$ cat src/hdl/src_pkg.sv
// ----------------------------------------------------------------------------
// src_pkg: shared types and constants of the sprite rectangle clipper
// Holds the configuration register map, the lane order of the four texture
// coordinate interpolators and the edge cut flags passed between stages.
// ----------------------------------------------------------------------------
`default_nettype none

package src_pkg;

	// Configuration port geometry.
	localparam int APB_ADDR_W = 4;
	localparam int APB_DATA_W = 32;

	// Register index, taken from the word address of the configuration port.
	typedef enum logic [1:0] {
		REG_CLIP_LEFT   = 2'd0,
		REG_CLIP_TOP    = 2'd1,
		REG_CLIP_RIGHT  = 2'd2,
		REG_CLIP_BOTTOM = 2'd3
	} src_reg_t;

	// One lane for each texture coordinate that an edge cut can move.
	localparam int NUM_LANES    = 4;
	localparam int LANE_S_START = 0;
	localparam int LANE_S_END   = 1;
	localparam int LANE_T_START = 2;
	localparam int LANE_T_END   = 3;

	// Classification of one quad against the clip rectangle.
	typedef struct packed {
		logic culled;
		logic left;
		logic right;
		logic top;
		logic bottom;
	} src_cut_t;

endpackage

`default_nettype wire

$ cat src/hdl/src_cfg_regs.sv
// ----------------------------------------------------------------------------
// src_cfg_regs: clip rectangle registers
// APB-style register file holding the four clip rectangle edges.
// ----------------------------------------------------------------------------
`default_nettype none

module src_cfg_regs import src_pkg::*; #(
	parameter int CW = 24
) (
	input  logic                         clk,
	input  logic                         arst_n,
	input  logic                         psel,
	input  logic                         penable,
	input  logic                         pwrite,
	input  logic [APB_ADDR_W-1:0]        paddr,
	input  logic [APB_DATA_W-1:0]        pwdata,
	output logic [APB_DATA_W-1:0]        prdata,
	output logic signed [CW-1:0]         clip_left,
	output logic signed [CW-1:0]         clip_top,
	output logic signed [CW-1:0]         clip_right,
	output logic signed [CW-1:0]         clip_bottom
);

	logic     wr_en;
	src_reg_t reg_idx;

	// A write transfer completes in the access cycle.
	assign wr_en   = psel & penable & pwrite;
	assign reg_idx = src_reg_t'(paddr[APB_ADDR_W-1:2]);

	// Register writes.
	always_ff @(posedge clk or negedge arst_n) begin
		if (!arst_n) begin
			clip_left   <= '0;
			clip_top    <= '0;
			clip_right  <= '0;
			clip_bottom <= '0;
		end else if (wr_en) begin
			case (reg_idx)
				REG_CLIP_LEFT:   clip_left   <= pwdata[CW-1:0];
				REG_CLIP_TOP:    clip_top    <= pwdata[CW-1:0];
				REG_CLIP_RIGHT:  clip_right  <= pwdata[CW-1:0];
				REG_CLIP_BOTTOM: clip_bottom <= pwdata[CW-1:0];
				default: ;
			endcase
		end
	end

	// Read data is the sign-extended register value.
	always_comb begin
		case (reg_idx)
			REG_CLIP_LEFT:   prdata = APB_DATA_W'(clip_left);
			REG_CLIP_TOP:    prdata = APB_DATA_W'(clip_top);
			REG_CLIP_RIGHT:  prdata = APB_DATA_W'(clip_right);
			REG_CLIP_BOTTOM: prdata = APB_DATA_W'(clip_bottom);
			default:         prdata = '0;
		endcase
	end

endmodule

`default_nettype wire

$ cat config.mk
export PLATFORM = sky130hd
export DESIGN_NAME = src_cfg_regs
export DESIGN_NICKNAME = d
export VERILOG_FILES = /design/src/hdl/src_pkg.sv /design/src/hdl/src_cfg_regs.sv
export SDC_FILE = /design/constraint.sdc
export NUM_CORES = 1
export LEC_CHECK = 0
export ABC_AREA = 1
export BUFFER_PORTS_ARGS = -buffer_cell sky130_fd_sc_hd__buf_2
export CORE_ASPECT_RATIO = 1.75
export CORE_MARGIN = 4
export CORE_UTILIZATION = 54
export DETAILED_ROUTE_END_ITERATION = 12
export PLACE_DENSITY = 0.86
export SKIP_CTS_REPAIR_TIMING = 1
export SLEW_MARGIN = 25
export SYNTH_ARGS = -nofsm -noshare
export SYNTH_HDL_FRONTEND = slang
export SYNTH_SLANG_ARGS = --single-unit
$ cat constraint.sdc
create_clock -name clk -period 2.73 [get_ports clk]
set_input_delay 0.4095 -clock clk [delete_from_list [all_inputs] [get_ports clk]]
set_output_delay 0.4095 -clock clk [all_outputs]
set_load 0.1 [all_outputs]
==> results.md <==
* Synth warn at 0
* Nets at 741
* Starting Density at a little under three fifths
* Switching share of total power at around 57%
* Post-synthesis cell area at 4610 sq um
* Slew HR at 50.3%
* Gr ovfl total at 0
* Max VDD drop at approximately 0.90 mV
* Max-cap violations at 0
* Fin util at between 70% and 80%
* Post-Syn Instances at 568
* Post-DP HPWL at 9300 um
* Largest net degree at the start of global routing at 50
* Post-synthesis sequential area ratio at 52.1%
* Finished Cell Area at 6060 sq um
* Layout cells sized above 1 at 28.2%
* Final hold violation count at 0
* Placer Congestion at 0.844
* Num Clock Sinks at 96
* Arrival time at the worst endpoint at 1.82 ns
* TritonCTS clock tree: done
* Initial antenna violation count at 0
* Worst Tran Pin Value at between 0.7 and 0.8 ns
* FMAX at ~450 MHz
* Antenna Nets Post-Route at 0
* Fin. max-slew vios at 0
* Main combinational cell family by area after synthesis: simple AND/OR/NAND/NOR gates
* Starting DRT DRC Count at 534
* Reg clk slew, reported paths at 0.06 ns
* H-tree depth at 3
* Switching power total at 4230 uW
* Placed Area at ~5800 sq um
* Power Total at 7450 uW
* Die area at 10100 sq um
* Syn Nets at 609
* Internal at 3220 uW
* Adder-cell share of the synthesized area at 0%
* Row count at 44
* # port buffers at 158
* Wire per inst at 17.6 um
* WP data required at 2.32 ns
* Final setup viols at 0
* Most frequent cells in the layout: nand2_1 (313), buf_2 (125), dfrtp_1 (92)
* Clock power frac at approximately 17%
* Cell Pwr Density at around 1200 nW/um^2
* Via count at between 4000 and 5000
* Synth Area in Simple Gates at between 40% and 50%
* Core Area at roughly 8300 sq um
* Sequential share of power at 26.6%
* Yosys cell types at 15
* GR Util All Layers at 28.5%
* DRC Markers at 0
* Clock Tree Buf Depth at 2
* I/O pin cnt at 169
* First-pass GRT wire length at 22500 um
* Ant. Diodes at 0
* Crit-path max FO at 27
* DIE WIDTH at between 70 and 80 um
* Hold Path Class: primary input to asynchronous set/reset pin
* Period Utilization, post-route at 81.7%
* Syn Area/Cell at 8.12 sq um
* Worst-Skew Late Latency at 0.34 ns
* Layout fillers at a little under 600
* Height of the die at 130 um
* Clk root buf: clkbuf_16
* Post-synthesis xor/xnor area fraction at 0%
* CP endpoint kind: primary output
* Minimum clock period at ~2.2 ns
* Startpoint types: primary input
* Comb pwr share at 56.4%
* Multiplexer share of the synthesized area at 0%
* Cts bufs inserted at 9
* Leakage dissipation at 0.00335 uW
* Drt total wl at 14400 um
* Commonest non-fill, non-tap cell in the layout: nand2_1
* Vias per inst at approximately 5.6
* Status: finished, final reports clean
* Number of global-route vias before repair at 4528
* Worst Skew at 0 ns
* Compound-cell area share of the yosys netlist at 0%
* Area grow syn2layout at 31.4%
* Crit Path Class: primary input to primary output
* Unrepaired setup endpoints after global routing: no
* Register bit total from synthesis at 96
* Drt pass-1 iters at 5
cell families after synthesis:
logic type	after synthesis
and+or+nand+nor	424
DFF	96
buffers and inverters	48
metrics by stage:
step	setup TNS (ns)	setup slack, ns	hold WS, ns	std cells
4_1_cts	0	0.516	0.100	820
3_5_place_dp	0	0.361	0.467	804
5_1_grt	0	0.449	0.126	820
2_1_floorplan	-1.98	-0.256	0.114	568
6_report	0	0.499	0.0704	820
3_3_place_gp	0	0.489	0.456	804
worst max-delay path, cell delays in order:
cell     delay, ns
buf_2         0.46
buf_4         0.41
nand3_1       0.14
nand4_1       0.19
buf_12        0.20
layout make-up:
cell class                 instances  area [sq um]  share of cell area [%]
sequential                        96          2410                    39.7
inverter                           6          27.5                   0.454
clock inverter                     3          40.0                   0.661
multi-input combinational        424          1850                    30.6
timing repair buffer             163          1320                    21.9
tap                              115           144                    2.38
clock buffer                      13           260                    4.30
metal layers:
layer / global-route usage, % / vias up / part of all wire (%)
met5: 0 / - / 0
met4: 16.9 / 0 / 3.7
met3: 4.83 / 54 / 7.8
met2: 50.0 / 288 / 54
met1: 32.5 / 2204 / 35
li1: - / 2069 / -
final timing paths:
kind                                        end  depth (start not counted)  slack [ns]       startpoint
worst max register to register     clip_top[12]                          2        2.04     clip_top[12]
worst max-delay path                  prdata[7]                          5        0.50         paddr[3]
worst min-delay path            clip_bottom[16]                          1        0.07           arst_n
max in group asynchronous          clip_top[23]                          2        1.97           arst_n
worst min register to register  clip_bottom[11]                          2        0.50  clip_bottom[11]
min in group clk                   clip_left[6]                          3        0.30        pwdata[6]
power by group through the flow:
stage | Clock (uW) | Combinational (uW) | Sequential [uW]
after CTS | 1280 | 4220 | 1970
final | 1270 | 4200 | 1980
after global placement | 0 | 4170 | 1980
after floorplan | 0 | 1170 | 4080
after global routing | 1340 | 4320 | 2010
after detailed placement | 0 | 4210 | 1990
state kept, by name, indices dropped and copies added, names as in the netlist:
name / cells
clip_top: 24
clip_bottom: 24
clip_left: 24
clip_right: 24
cells in the mapped netlist:
library cell,n,area [sq um]
nand4_1,24,150
inv_1,4,15.0
clkbuf_1,7,26.3
buf_2,7,35.0
nand3_4,1,17.5
nand2_2,4,25.0
inv_4,2,12.5
nor2_4,5,56.3
nor2_8,1,20.0
buf_4,12,90.1
dfrtp_1,96,2400
nand2_1,313,1170
nand2_4,4,45.0
buf_6,16,180
nand3_1,72,360
No activity file was read; power rests on OpenSTA's default activity.
