## config.mk

```make
export PLATFORM = sky130hd
export DESIGN_NAME = src_lerp
export DESIGN_NICKNAME = d
export VERILOG_FILES = /design/src/hdl/src_lerp.sv
export SDC_FILE = /design/constraint.sdc
export NUM_CORES = 2
export LEC_CHECK = 0
export BUFFER_PORTS_ARGS = -buffer_cell sky130_fd_sc_hd__buf_2
export CORE_MARGIN = 3
export CORE_UTILIZATION = 65
export CTS_CLUSTER_DIAMETER = 150
export DETAILED_ROUTE_END_ITERATION = 10
export GPL_TIMING_DRIVEN = 0
export PLACE_DENSITY = 0.8
export SLEW_MARGIN = 20
export SYNTH_ARGS = -nofsm -noshare
export SYNTH_HDL_FRONTEND = slang
export SYNTH_SLANG_ARGS = --single-unit
```

## constraint.sdc

```tcl
create_clock -name clk -period 11.5 [get_ports clk]
set_input_delay 0 -clock clk [delete_from_list [all_inputs] [get_ports clk]]
set_output_delay 0 -clock clk [all_outputs]
set_load 0.1 [all_outputs]
```

## src/hdl/src_lerp.sv

```systemverilog
// ----------------------------------------------------------------------------
// src_lerp: texture coordinate interpolator
// Two pipeline stages: the first multiplies each fraction by the coordinate
// difference, the second floors the product and adds it to the lane's own
// coordinate. Lanes without a cut keep their coordinate.
// ----------------------------------------------------------------------------
`default_nettype none

module src_lerp #(
	parameter int LANES = 4,
	parameter int TW    = 20,
	parameter int FB    = 16,
	parameter int SW    = 8
) (
	input  logic                         clk,
	input  logic                         arst_n,
	input  logic                         in_valid,
	output logic                         in_ready,
	input  logic [LANES-1:0][FB-1:0]     frac,
	input  logic [LANES-1:0][TW-1:0]     from,
	input  logic [LANES-1:0][TW:0]       diff,
	input  logic [LANES-1:0]             apply,
	input  logic [SW-1:0]                side,
	output logic                         out_valid,
	input  logic                         out_ready,
	output logic [LANES-1:0][TW-1:0]     result,
	output logic [SW-1:0]                side_out
);

	localparam int PW = FB + TW + 2;

	logic en_s1, en_s2;
	logic vld_s1, vld_s2;

	logic signed [PW-1:0]     prod_s1 [LANES];
	logic [LANES-1:0][TW-1:0] from_s1;
	logic [LANES-1:0]         apply_s1;
	logic [SW-1:0]            side_s1;

	logic [LANES-1:0][TW-1:0] res_c;
	logic [LANES-1:0][TW-1:0] res_s2;
	logic [SW-1:0]            side_s2;

	// Stall chain.
	assign en_s2    = ~vld_s2 | out_ready;
	assign en_s1    = ~vld_s1 | en_s2;
	assign in_ready = en_s1;

	always_ff @(posedge clk or negedge arst_n) begin
		if (!arst_n) begin
			vld_s1 <= 1'b0;
			vld_s2 <= 1'b0;
		end else begin
			if (en_s1) vld_s1 <= in_valid;
			if (en_s2) vld_s2 <= vld_s1;
		end
	end

	// Stage 1: fraction times signed coordinate difference.
	always_ff @(posedge clk) begin
		if (en_s1) begin
			for (int l = 0; l < LANES; l++) begin
				prod_s1[l] <= $signed({1'b0, frac[l]}) * $signed(diff[l]);
			end
			from_s1  <= from;
			apply_s1 <= apply;
			side_s1  <= side;
		end
	end

	// Stage 2: the arithmetic shift floors toward minus infinity.
	always_comb begin
		for (int l = 0; l < LANES; l++) begin
			logic signed [PW-1:0] step;
			step     = prod_s1[l] >>> FB;
			res_c[l] = apply_s1[l] ? (from_s1[l] + step[TW-1:0]) : from_s1[l];
		end
	end

	always_ff @(posedge clk) begin
		if (en_s2) begin
			res_s2  <= res_c;
			side_s2 <= side_s1;
		end
	end

	assign out_valid = vld_s2;
	assign result    = res_s2;
	assign side_out  = side_s2;

endmodule

`default_nettype wire

```

==> impl_metrics.tcl <==
set metrics [dict create \
    outcome "complete, but fails checks" \
    violations "design-rule violations" \
    yosysSeqAreaShare_pct 13.5 \
    cts.sinks 262 \
    final_antenna_net_count 0 \
    vias_per_cell 5.57 \
    fin_skew_ps 18.4 \
    place_area_um2 61600 \
    fmax_mhz 144 \
    dieArea_um2 93300 \
    die_h_um 305 \
    synth_flop_cell "edfxtp_1" \
    hpwl_mm 125 \
    arrival_ps 7260 \
    synth_edf_count 260 \
    hold_class "primary input to flip-flop" \
    finalSetupViolCount 0 \
    wl_met3_mm 14.1 \
    cpPeakStageDelay_ps 630 \
    pin_count 334 \
    clk_path_buf_depth 3 \
    tightest_slew_ps 838 \
    drt-wirelength-per-cell_um 19.9 \
    cap_violations 0 \
    syn_area_um2 58300 \
    met2WireLength_mm 71.9 \
    slew-limit-headroom_pct 44.1 \
    hold_viol 0 \
    top_layer "met5" \
    initial_core_util_pct 65.8 \
    async_flop_share_pct 0.763 \
    cp_common_cell "fa_1" \
    met1_length_mm 58.5 \
    fin_setup_tns_ps 0 \
    grt_max_degree 34 \
    yosys_warnings 0 \
    final.period_utilization_pct 60.5 \
    whs_ps 146 \
    crit_type "primary input to flip-flop" \
    clock_latency_ps 570 \
    syn-instance-count 6042 \
    syn2layout_area_growth_pct 8.81 \
    rows 109 \
    rsz0062_at_grt "no" \
    first_pass_iters 9 \
    ys_seq_elements 262 \
    cpMaxStageDelayCell "clkbuf_1" \
    path_delay_family "adder cells" \
    drive_above_1_share_pct 7.05 \
    critPathLaunchType "primary input" \
    routabilityCongestion 0.971 \
    fillers 6538 \
    synth_area_per_cell_um2 9.65 \
    layout.nets 8471 \
    worstPathBufferInverterCount 5 \
    ctsRootBufferMaster "clkbuf_16" \
    synth_area_leaders "fa_1 44%, edfxtp_1 13%, inv_1 10%" \
    synth_top_cell_by_area "fa_1" \
    yosys.cell_types.count 76 \
    finalCriticalPeriod_ps 6960 \
    final_cell_area_um2 63400 \
    antenna_found_initial 8 \
    worstPathRequired_ps 11800 \
    drc 2 \
    cts_tree "done" \
    cp_max_fo 10 \
    vias 42900 \
    grt_pass1_vias 47200 \
    grt_pass1_wl_mm 247 \
    grt_overflow 0 \
    port_buffers 329 \
    synth_fp_nets 8002 \
    drt_first_iter_violations 2949 \
    numCtsBuffers 27 \
    die_w_um 305 \
    drt_wl_total_mm 153 \
    core_um2 88600 \
    track_usage_pct 34.1 \
    path_clk_slew_ps 80 \
    synth_top_area_share_pct 44.2 \
    crit_chain "buf_2, clkbuf_1, nand2_1, fa_1, fa_1, fa_1, inv_1, fa_1, fa_1, inv_1, fa_1, inv_1, ha_1, and4_1, o211ai_1, a2111o_2, a311oi_4, a2111oi_2, o21ba_2, a21oi_4, a211o_2, a21oi_2, xnor2_1" \
    drv_slew 0 \
    cts_resized 0 \
    htreeDepth 1 \
    endpoint_kind "flip-flop" \
]
[placed cells by master, fill, tap and decap left out, drive strengths merged, types with 30 or more instances in the layout]
cell type,Yosys,layout
a21oi,90,90
inv,1618,1621
edfxtp,260,260
a21o,45,45
xor2,42,42
o21ai,54,54
dlygate4sd3,0,96
mux2,46,46
nand3,30,30
and2,532,532
buf,6,350
ha,428,428
nor2,90,90
xnor2,130,130
nand2,866,866
nor3,40,40
clkbuf,217,246
fa,1288,1288
o21a,32,32
[what timing repair did]
action                                 4_1_cts  5_1_grt
buffers inserted                             0        0
endpoints found under the hold margin       97        0
setup endpoints to repair                    0        0
hold buffers                                96        0
[routing by layer]
metal / global-route usage [%] / vias up
li1: - / 18700
met1: 44.5 / 21600
met2: 55.4 / 2115
met3: 7.17 / 515
met4: 15.3 / 6
met5: 0 / -
[worst reg2reg max path, delay by kind of cell, from the launching register on]
family                   cells  cell delay [ps]
adder cells (fa/ha/maj)      2              460
AO/OA/AOI/OAI                8             2050
buffers and inverters        1               90
flip-flops                   1              390
AND/OR/NAND/NOR              3              500
[flip-flops by register name, indices dropped and copies added, names as in the netlist]
name       flops
from_s1       80
prod_s1       80
result        80
side_out       8
side_s1        8
apply_s1       4
out_valid      1
vld_s1         1
[cells by family after synthesis]
kind of cell | share of synthesized area [%]
flip-flops | 13.5
buffers and inverters | 11.9
XOR/XNOR | 2.58
AO/OA/AOI/OAI | 4.04
adder cells (fa/ha/maj) | 53.4
AND/OR/NAND/NOR | 13.7
multiplexers | 0.940
[per-stage QoR]
step	setup WS [ps]	util, %	std cells
final	4540	71.6	7696
after global routing	4290	71.6	7694
after CTS	4640	71.6	7693
after detailed placement	4060	69.5	7551
after global placement	2800	69.3	7536
after floorplan	3660	-	6042
[worst paths after layout]
kind | startpoint | end | slack, ps | cells after the start
max in group asynchronous | arst_n | vld_s1 | 10980 | 3
max reg2reg | from_s1[60] | result[76] | 7770 | 14
min in group asynchronous | arst_n | out_valid | 380 | 3
min reg2reg | side_s1[7] | side_out[7] | 430 | 0
min | apply[0] | apply_s1[0] | 150 | 2
max | diff[74] | prod_s1[3][35] | 4540 | 23
[Yosys cell counts, types with 9 or more instances]
| cell | instances |
|---|---|
| a211oi_1 | 13 |
| a21o_1 | 43 |
| a21oi_1 | 86 |
| and2_1 | 532 |
| and3_1 | 25 |
| clkbuf_1 | 217 |
| edfxtp_1 | 260 |
| fa_1 | 1288 |
| ha_1 | 428 |
| inv_1 | 1618 |
| mux2_2 | 46 |
| nand2_1 | 866 |
| nand2b_1 | 17 |
| nand3_1 | 30 |
| nand4_1 | 10 |
| nor2_1 | 90 |
| nor2b_1 | 21 |
| nor3_1 | 40 |
| o21a_1 | 32 |
| o21ai_0 | 50 |
| o21bai_1 | 10 |
| o31ai_1 | 9 |
| or3_1 | 12 |
| xnor2_1 | 130 |
| xor2_1 | 42 |
[final cells by class]
cell class	instances	area [um^2]	area share, %
Buffer	223	837	1.32
Inverter	1619	6080	9.58
Clock inverter	17	165	0.260
Timing Repair Buffer	440	2820	4.44
Multi-Input combinational cell	3938	43500	68.6
Antenna cell	3	7.51	0.0118
Tap cell	1165	1460	2.30
Sequential cell	262	7860	12.4
Clock buffer	29	683	1.08
Power is not shown: default switching activity piles up to over one toggle a cycle in this logic, so the estimate is an artifact.
