===== src/hdl/src_pkg.sv =====
// ----------------------------------------------------------------------------
// src_pkg: shared types and constants of the sprite rectangle clipper
// Holds the configuration register map, the lane order of the four texture
// coordinate interpolators and the edge cut flags passed between stages.
// ----------------------------------------------------------------------------
`default_nettype none

package src_pkg;

	// Configuration port geometry.
	localparam int APB_ADDR_W = 4;
	localparam int APB_DATA_W = 32;

	// Register index, taken from the word address of the configuration port.
	typedef enum logic [1:0] {
		REG_CLIP_LEFT   = 2'd0,
		REG_CLIP_TOP    = 2'd1,
		REG_CLIP_RIGHT  = 2'd2,
		REG_CLIP_BOTTOM = 2'd3
	} src_reg_t;

	// One lane for each texture coordinate that an edge cut can move.
	localparam int NUM_LANES    = 4;
	localparam int LANE_S_START = 0;
	localparam int LANE_S_END   = 1;
	localparam int LANE_T_START = 2;
	localparam int LANE_T_END   = 3;

	// Classification of one quad against the clip rectangle.
	typedef struct packed {
		logic culled;
		logic left;
		logic right;
		logic top;
		logic bottom;
	} src_cut_t;

endpackage

`default_nettype wire


===== src/hdl/src_setup.sv =====
// ----------------------------------------------------------------------------
// src_setup: edge classification and clipped geometry
// Two pipeline stages: the first forms the right and bottom edges, the
// second tests the quad against the clip rectangle, computes the clipped
// position and size and prepares the divider and interpolator operands.
// ----------------------------------------------------------------------------
`default_nettype none

module src_setup import src_pkg::*; #(
	parameter int CW = 24,
	parameter int TW = 20
) (
	input  logic                                 clk,
	input  logic                                 arst_n,
	input  logic                                 in_valid,
	output logic                                 in_ready,
	input  logic signed [CW-1:0]                 pos_x,
	input  logic signed [CW-1:0]                 pos_y,
	input  logic signed [CW-1:0]                 size_w,
	input  logic signed [CW-1:0]                 size_h,
	input  logic signed [TW-1:0]                 tex_s_start,
	input  logic signed [TW-1:0]                 tex_t_start,
	input  logic signed [TW-1:0]                 tex_s_end,
	input  logic signed [TW-1:0]                 tex_t_end,
	input  logic signed [CW-1:0]                 clip_left,
	input  logic signed [CW-1:0]                 clip_top,
	input  logic signed [CW-1:0]                 clip_right,
	input  logic signed [CW-1:0]                 clip_bottom,
	output logic                                 out_valid,
	input  logic                                 out_ready,
	output src_cut_t                             cut,
	output logic signed [CW-1:0]                 geo_x,
	output logic signed [CW-1:0]                 geo_y,
	output logic signed [CW-1:0]                 geo_w,
	output logic signed [CW-1:0]                 geo_h,
	output logic [NUM_LANES-1:0][CW-1:0]         dividend,
	output logic [NUM_LANES-1:0][CW-1:0]         divisor,
	output logic [NUM_LANES-1:0][TW-1:0]         from,
	output logic [NUM_LANES-1:0][TW:0]           diff
);

	localparam int XW = CW + 2;
	localparam logic signed [XW-1:0] SAT_HI = {3'b000, {(CW-1){1'b1}}};
	localparam logic signed [XW-1:0] SAT_LO = {3'b111, {(CW-1){1'b0}}};

	logic en_s1, en_s2;
	logic vld_s1, vld_s2;

	logic signed [CW-1:0] x_s1, y_s1, w_s1, h_s1;
	logic signed [CW:0]   right_s1, bottom_s1;
	logic signed [TW-1:0] ss_s1, ts_s1, se_s1, te_s1;

	logic signed [XW-1:0] cl, ct, cr, cb;
	logic signed [XW-1:0] lx, ty, rx, by, wx, hx;
	logic signed [XW-1:0] new_x, new_y, new_w, new_h;
	logic signed [XW-1:0] lost_l, lost_r, lost_t, lost_b;
	logic                 empty, outside, active;
	src_cut_t             cut_c;
	logic [CW-1:0]        sat_w, sat_h;

	src_cut_t                     cut_s2;
	logic signed [CW-1:0]         x_s2, y_s2, w_s2, h_s2;
	logic [NUM_LANES-1:0][CW-1:0] dvd_s2, dvs_s2;
	logic [NUM_LANES-1:0][TW-1:0] from_s2;
	logic [NUM_LANES-1:0][TW:0]   diff_s2;

	// Stall chain: a stage takes new data when it is empty or drains.
	assign en_s2    = ~vld_s2 | out_ready;
	assign en_s1    = ~vld_s1 | en_s2;
	assign in_ready = en_s1;

	always_ff @(posedge clk or negedge arst_n) begin
		if (!arst_n) begin
			vld_s1 <= 1'b0;
			vld_s2 <= 1'b0;
		end else begin
			if (en_s1) vld_s1 <= in_valid;
			if (en_s2) vld_s2 <= vld_s1;
		end
	end

	// Stage 1: exact right and bottom edges, one bit wider than a coordinate.
	always_ff @(posedge clk) begin
		if (en_s1) begin
			x_s1      <= pos_x;
			y_s1      <= pos_y;
			w_s1      <= size_w;
			h_s1      <= size_h;
			right_s1  <= (CW+1)'(pos_x) + (CW+1)'(size_w);
			bottom_s1 <= (CW+1)'(pos_y) + (CW+1)'(size_h);
			ss_s1     <= tex_s_start;
			ts_s1     <= tex_t_start;
			se_s1     <= tex_s_end;
			te_s1     <= tex_t_end;
		end
	end

	// Stage 2: classify the quad and find the crossed edges.
	always_comb begin
		cl = XW'(clip_left);
		ct = XW'(clip_top);
		cr = XW'(clip_right);
		cb = XW'(clip_bottom);
		lx = XW'(x_s1);
		ty = XW'(y_s1);
		rx = XW'(right_s1);
		by = XW'(bottom_s1);
		wx = XW'(w_s1);
		hx = XW'(h_s1);

		empty   = (cr <= cl) || (cb <= ct);
		outside = (rx <= cl) || (lx >= cr) || (by <= ct) || (ty >= cb);
		active  = !empty && !outside;

		cut_c.culled = !empty && outside;
		cut_c.left   = active && (lx < cl);
		cut_c.right  = active && (rx > cr);
		cut_c.top    = active && (ty < ct);
		cut_c.bottom = active && (by > cb);
	end

	// Clipped position and size; the far cuts use the adjusted near edge.
	always_comb begin
		new_x = cut_c.left ? cl : lx;
		new_y = cut_c.top  ? ct : ty;
		if (cut_c.right)     new_w = cr - new_x;
		else if (cut_c.left) new_w = rx - cl;
		else                 new_w = wx;
		if (cut_c.bottom)    new_h = cb - new_y;
		else if (cut_c.top)  new_h = by - ct;
		else                 new_h = hx;

		if (new_w > SAT_HI)      sat_w = SAT_HI[CW-1:0];
		else if (new_w < SAT_LO) sat_w = SAT_LO[CW-1:0];
		else                     sat_w = new_w[CW-1:0];
		if (new_h > SAT_HI)      sat_h = SAT_HI[CW-1:0];
		else if (new_h < SAT_LO) sat_h = SAT_LO[CW-1:0];
		else                     sat_h = new_h[CW-1:0];
	end

	// Extent lost at each cut edge; always below the full extent.
	assign lost_l = cl - lx;
	assign lost_r = rx - cr;
	assign lost_t = ct - ty;
	assign lost_b = by - cb;

	always_ff @(posedge clk) begin
		if (en_s2) begin
			cut_s2 <= cut_c;
			x_s2   <= new_x[CW-1:0];
			y_s2   <= new_y[CW-1:0];
			w_s2   <= sat_w;
			h_s2   <= sat_h;

			dvd_s2[LANE_S_START] <= cut_c.left   ? lost_l[CW-1:0] : '0;
			dvd_s2[LANE_S_END]   <= cut_c.right  ? lost_r[CW-1:0] : '0;
			dvd_s2[LANE_T_START] <= cut_c.top    ? lost_t[CW-1:0] : '0;
			dvd_s2[LANE_T_END]   <= cut_c.bottom ? lost_b[CW-1:0] : '0;
			dvs_s2[LANE_S_START] <= cut_c.left   ? w_s1 : '0;
			dvs_s2[LANE_S_END]   <= cut_c.right  ? w_s1 : '0;
			dvs_s2[LANE_T_START] <= cut_c.top    ? h_s1 : '0;
			dvs_s2[LANE_T_END]   <= cut_c.bottom ? h_s1 : '0;

			from_s2[LANE_S_START] <= ss_s1;
			from_s2[LANE_S_END]   <= se_s1;
			from_s2[LANE_T_START] <= ts_s1;
			from_s2[LANE_T_END]   <= te_s1;
			diff_s2[LANE_S_START] <= (TW+1)'(se_s1) - (TW+1)'(ss_s1);
			diff_s2[LANE_S_END]   <= (TW+1)'(ss_s1) - (TW+1)'(se_s1);
			diff_s2[LANE_T_START] <= (TW+1)'(te_s1) - (TW+1)'(ts_s1);
			diff_s2[LANE_T_END]   <= (TW+1)'(ts_s1) - (TW+1)'(te_s1);
		end
	end

	assign out_valid = vld_s2;
	assign cut       = cut_s2;
	assign geo_x     = x_s2;
	assign geo_y     = y_s2;
	assign geo_w     = w_s2;
	assign geo_h     = h_s2;
	assign dividend  = dvd_s2;
	assign divisor   = dvs_s2;
	assign from      = from_s2;
	assign diff      = diff_s2;

endmodule

`default_nettype wire


===== config.mk =====
export PLATFORM = sky130hd
export DESIGN_NAME = src_setup
export DESIGN_NICKNAME = d
export VERILOG_FILES = /design/src/hdl/src_pkg.sv /design/src/hdl/src_setup.sv
export SDC_FILE = /design/constraint.sdc
export NUM_CORES = 2
export LEC_CHECK = 0
export ABC_AREA = 0
export BUFFER_PORTS_ARGS = -buffer_cell sky130_fd_sc_hd__buf_2
export CAP_MARGIN = 20
export CELL_PAD_IN_SITES_DETAIL_PLACEMENT = 2
export CELL_PAD_IN_SITES_GLOBAL_PLACEMENT = 2
export CORE_ASPECT_RATIO = 1.1
export CORE_MARGIN = 3
export CORE_UTILIZATION = 34
export CTS_BUF_LIST = sky130_fd_sc_hd__clkbuf_8
export DETAILED_ROUTE_END_ITERATION = 16
export PLACE_DENSITY = 0.89
export SLEW_MARGIN = 30
export SYNTH_ARGS = -nofsm -noshare
export SYNTH_HDL_FRONTEND = slang
export SYNTH_SLANG_ARGS = --single-unit

===== constraint.sdc =====
create_clock -name clk -period 11.7 [get_ports clk]
set_input_delay 1.17 -clock clk [delete_from_list [all_inputs] [get_ports clk]]
set_output_delay 1.17 -clock clk [all_outputs]
set_load 0.1 [all_outputs]

==> results_tabular.tex <==
\begin{tabular}{lr}
\hline
Metric & Value \\
\hline
\multicolumn{2}{l}{\textbf{Route}} \\
Violation count after the first detailed-route iteration & 2657 \\
Routed WL per cell & 28.8 µm \\
First-pass detailed-route iteration total & 5 \\
Total via count after detailed routing & 35177 \\
Post-DRT Antenna Nets & 0 \\
Total DRC errors in the routed layout & 0 \\
Total routed wirelength & 183000 µm \\
Average via count per standard cell & 5.53 \\
\multicolumn{2}{l}{\textbf{Worst setup path}} \\
Cell class contributing the biggest share of worst-path delay & compound AO/OA/AOI/OAI gates \\
Signal arrival time at the worst endpoint & 9.14 ns \\
Crit path top cell by count & sky130\_fd\_sc\_hd\_\_a21o\_1 \\
Largest driver fanout on the critical path & 42 \\
Data required, critical path & 12.42 ns \\
Category of the most critical setup path & in -> reg \\
Worst setup SP type & input port \\
Setup crit end kind & register \\
Master of the slowest instance on the critical path & sky130\_fd\_sc\_hd\_\_nor4\_1 \\
Number of buffers and inverters on the critical path & 5 \\
Slowest Stage Delay on Critical Path & 0.81 ns \\
\multicolumn{2}{l}{\textbf{Timing}} \\
Final Hold Fails & 0 \\
Final-report max-slew violation count & 0 \\
Sum Neg Setup Slack & 0 ns \\
Final setup fails & 0 \\
Fmax & 119 MHz \\
Slew at the pin closest to its max-slew limit & 1.01 ns \\
Remaining max-slew budget at the tightest pin & 32.5\% \\
Final clock period utilization by the worst path & 71.9\% \\
Post-layout min period & 8.41 ns \\
Setup Skew & 0.0575 ns \\
RSZ-0062 raised after global routing & false \\
\multicolumn{2}{l}{\textbf{Synth}} \\
Total number of yosys warnings & 0 \\
Netlist cell types & 91 \\
Mean area per synthesized cell & 10.8 µm² \\
Leading cell type by number of instances after synthesis & sky130\_fd\_sc\_hd\_\_edfxtp\_1 \\
Part of the Yosys area used for sequential elements & 49.7\% \\
Most frequently used flop master after synthesis & sky130\_fd\_sc\_hd\_\_edfxtp\_1 \\
Total standard cell area after synthesis & 41200 µm² \\
Register bit total from synthesis & 683 \\
Number of flops mapped to enable cells by yosys & 681 \\
Synth area leader & sky130\_fd\_sc\_hd\_\_edfxtp\_1 \\
Synth top area share & 49.6\% \\
Top cells by instance count after synthesis & 681 x sky130\_fd\_sc\_hd\_\_edfxtp\_1, 395 x sky130\_fd\_sc\_hd\_\_inv\_1, 392 x sky130\_fd\_sc\_hd\_\_ha\_1 \\
Top post-synthesis cells by area & sky130\_fd\_sc\_hd\_\_edfxtp\_1 50\%, sky130\_fd\_sc\_hd\_\_ha\_1 12\%, sky130\_fd\_sc\_hd\_\_inv\_1 3.6\%, sky130\_fd\_sc\_hd\_\_xnor2\_1 3.6\%, sky130\_fd\_sc\_hd\_\_a21oi\_1 3.2\% \\
Share of flip-flops with an asynchronous set or reset & 0.293\% \\
Synth Net Count & 4504 \\
Synth Instances & 3822 \\
\multicolumn{2}{l}{\textbf{Layout}} \\
Count of placed standard cells in the final layout, fillers left out & 6359 \\
Fraction of final layout cells sized beyond drive strength 1 & 20.7\% \\
Post-route cell area & 49200 µm² \\
Filler cell count & 12769 \\
Sequential cell area in the final layout & 20500 µm² \\
Final nets & 5292 \\
Growth of design area from synthesis to finish & 19.4\% \\
Area taken by multi-input logic gates & 18800 µm² \\
\multicolumn{2}{l}{\textbf{Die}} \\
I/O pin count & 735 \\
DIE AREA & 125000 µm² \\
Die Width & 338 µm \\
Initial cell density of the core & 34.4\% \\
CORE AREA & 120000 µm² \\
Die height & 371 µm \\
Cell Rows & 133 \\
\multicolumn{2}{l}{\textbf{Global route}} \\
First-pass GRT wire length & 262000 µm \\
Total global routing track utilization & 28.4\% \\
Pin count of the biggest net entering global routing & 159 \\
Via count of the first global-routing pass & 38469 \\
Total global routing overflow & 0 \\
Antenna violations before repair & 44 \\
\multicolumn{2}{l}{\textbf{Clock tree}} \\
Clock latency on the worst-skew pair & 0.89 ns \\
Post-CTS Setup Bufs & 0 \\
Total number of clock tree sinks & 683 \\
Maximum level of the CTS H-tree & 3 \\
Clock root buffer & sky130\_fd\_sc\_hd\_\_clkbuf\_8 \\
TritonCTS clock tree & done \\
Clock-pin transition on the worst setup and hold timing paths & 0.07 ns \\
Total clock buffers created by CTS & 121 \\
Resized cells post-CTS & 0 \\
Maximum buffer depth of the clock tree & 3 \\
Number of hold buffers added after cts & 1 \\
\multicolumn{2}{l}{\textbf{Pwr}} \\
Power density over the cells & 190 nW/µm² \\
Static leakage & 22.3 nW \\
Worst voltage drop across the vdd grid & 0.157 mV \\
\multicolumn{2}{l}{\textbf{Place}} \\
Final HPWL DP & 144000 µm \\
Number of instances in the placed design & 6104 \\
Port bufs & 734 \\
Post-Place Cell Area & 46800 µm² \\
Placer congestion estimate & 0.974 \\
\multicolumn{2}{l}{\textbf{Outcome}} \\
Status & finished clean \\
\multicolumn{2}{l}{\textbf{Run}} \\
Number of max-capacitance violations reported & 0 \\
\multicolumn{2}{l}{\textbf{Hold path}} \\
Class of the tightest hold or removal check & in -> reg \\
\hline
\end{tabular}
layout make-up:
type	instances	share of cell area, %
antenna	28	0.142
clock buffer	121	3.38
clock inverter	103	1.39
inverter	397	3.03
multi-input combinational	2644	38.3
sequential	683	41.6
tap	1620	4.12
timing repair buffer	763	8.04
per-layer routing:
| metal | share of wire, % | up-vias | track usage (%) |
|---|---|---|---|
| met5 | 0.090 | - | 0 |
| met4 | 6.0 | 22 | 16.0 |
| met3 | 7.6 | 492 | 6.34 |
| met2 | 49 | 1391 | 49.5 |
| met1 | 37 | 17802 | 31.9 |
| li1 | - | 15470 | - |
state kept, by name, summed over array words and instances (netlist names), 24 cells and up:
register and flops:
dividend 96, divisor 96, diff 82, from 80, bottom_s1 25, right_s1 25, geo_h 24, geo_w 24
geo_x 24, geo_y 24, h_s1 24, w_s1 24, x_s1 24, y_s1 24
placed cells by master (no fill, tap or decap), types with 121 or more instances in the layout:
cell type,count
sky130_fd_sc_hd__a21o_1,163
sky130_fd_sc_hd__a21oi_1,260
sky130_fd_sc_hd__buf_2,734
sky130_fd_sc_hd__clkbuf_8,121
sky130_fd_sc_hd__edfxtp_1,681
sky130_fd_sc_hd__ha_1,392
sky130_fd_sc_hd__inv_1,426
sky130_fd_sc_hd__nand2_1,225
sky130_fd_sc_hd__nor2_1,293
sky130_fd_sc_hd__o21ai_0,181
sky130_fd_sc_hd__xnor2_1,168
where the power goes:
| group | total [W] | internal [W] | switching [W] |
|---|---|---|---|
| sequential | 0.00329 | 0.00307 | 0.000221 |
| combinational | 0.00378 | 0.000873 | 0.00291 |
| clock | 0.00229 | 0.00112 | 0.00118 |
| total | 0.00936 | 0.00506 | 0.00431 |
worst paths after layout:
| check | startpoint | endpoint | slack (ns) | cells after the start |
|---|---|---|---|---|
| max | clip_left[23] | geo_h[19]$_SDFFCE_PN1P_ | 3.29 | 29 |
| min | tex_t_end[17] | te_s1[17]$_DFFE_PP_ | 0.45 | 1 |
| max reg2reg | x_s1[1]$_DFFE_PP_ | geo_h[19]$_SDFFCE_PN1P_ | 3.34 | 29 |
| min reg2reg | se_s1[4]$_DFFE_PP_ | from[24]$_DFFE_PP_ | 0.45 | 0 |
| max in group asynchronous | arst_n | out_valid$_DFFE_PN0P_ | 10.96 | 2 |
| min in group asynchronous | arst_n | vld_s1$_DFFE_PN0P_ | 0.64 | 2 |
through the flow:
step | hold WS (ns) | setup WS, ns | total power [W] | util, %
floorplan | 0.435 | 2.15 | 0.00605 | -
global placement | 0.451 | 2.35 | 0.00687 | 39.0
detailed placement | 0.462 | 2.35 | 0.00705 | 39.0
CTS | 0.349 | 3.16 | 0.00939 | 40.9
global route | 0.397 | 2.65 | 0.00972 | 41.0
finish | 0.449 | 3.29 | 0.00936 | 41.0
cells by family after synthesis:
kind of cell               after synthesis  share of synthesized area (%)
AOI/OAI and AO/OA                      942                           15.0
xor gates and xnor gates               253                           5.37
adders and majority gates              428                           13.1
buffers and inverters                  495                           4.65
DFF                                    683                           49.7
muxes                                    4                          0.100
and+or+nand+nor                       1017                           12.0
Power figures use the tool's default switching activity.
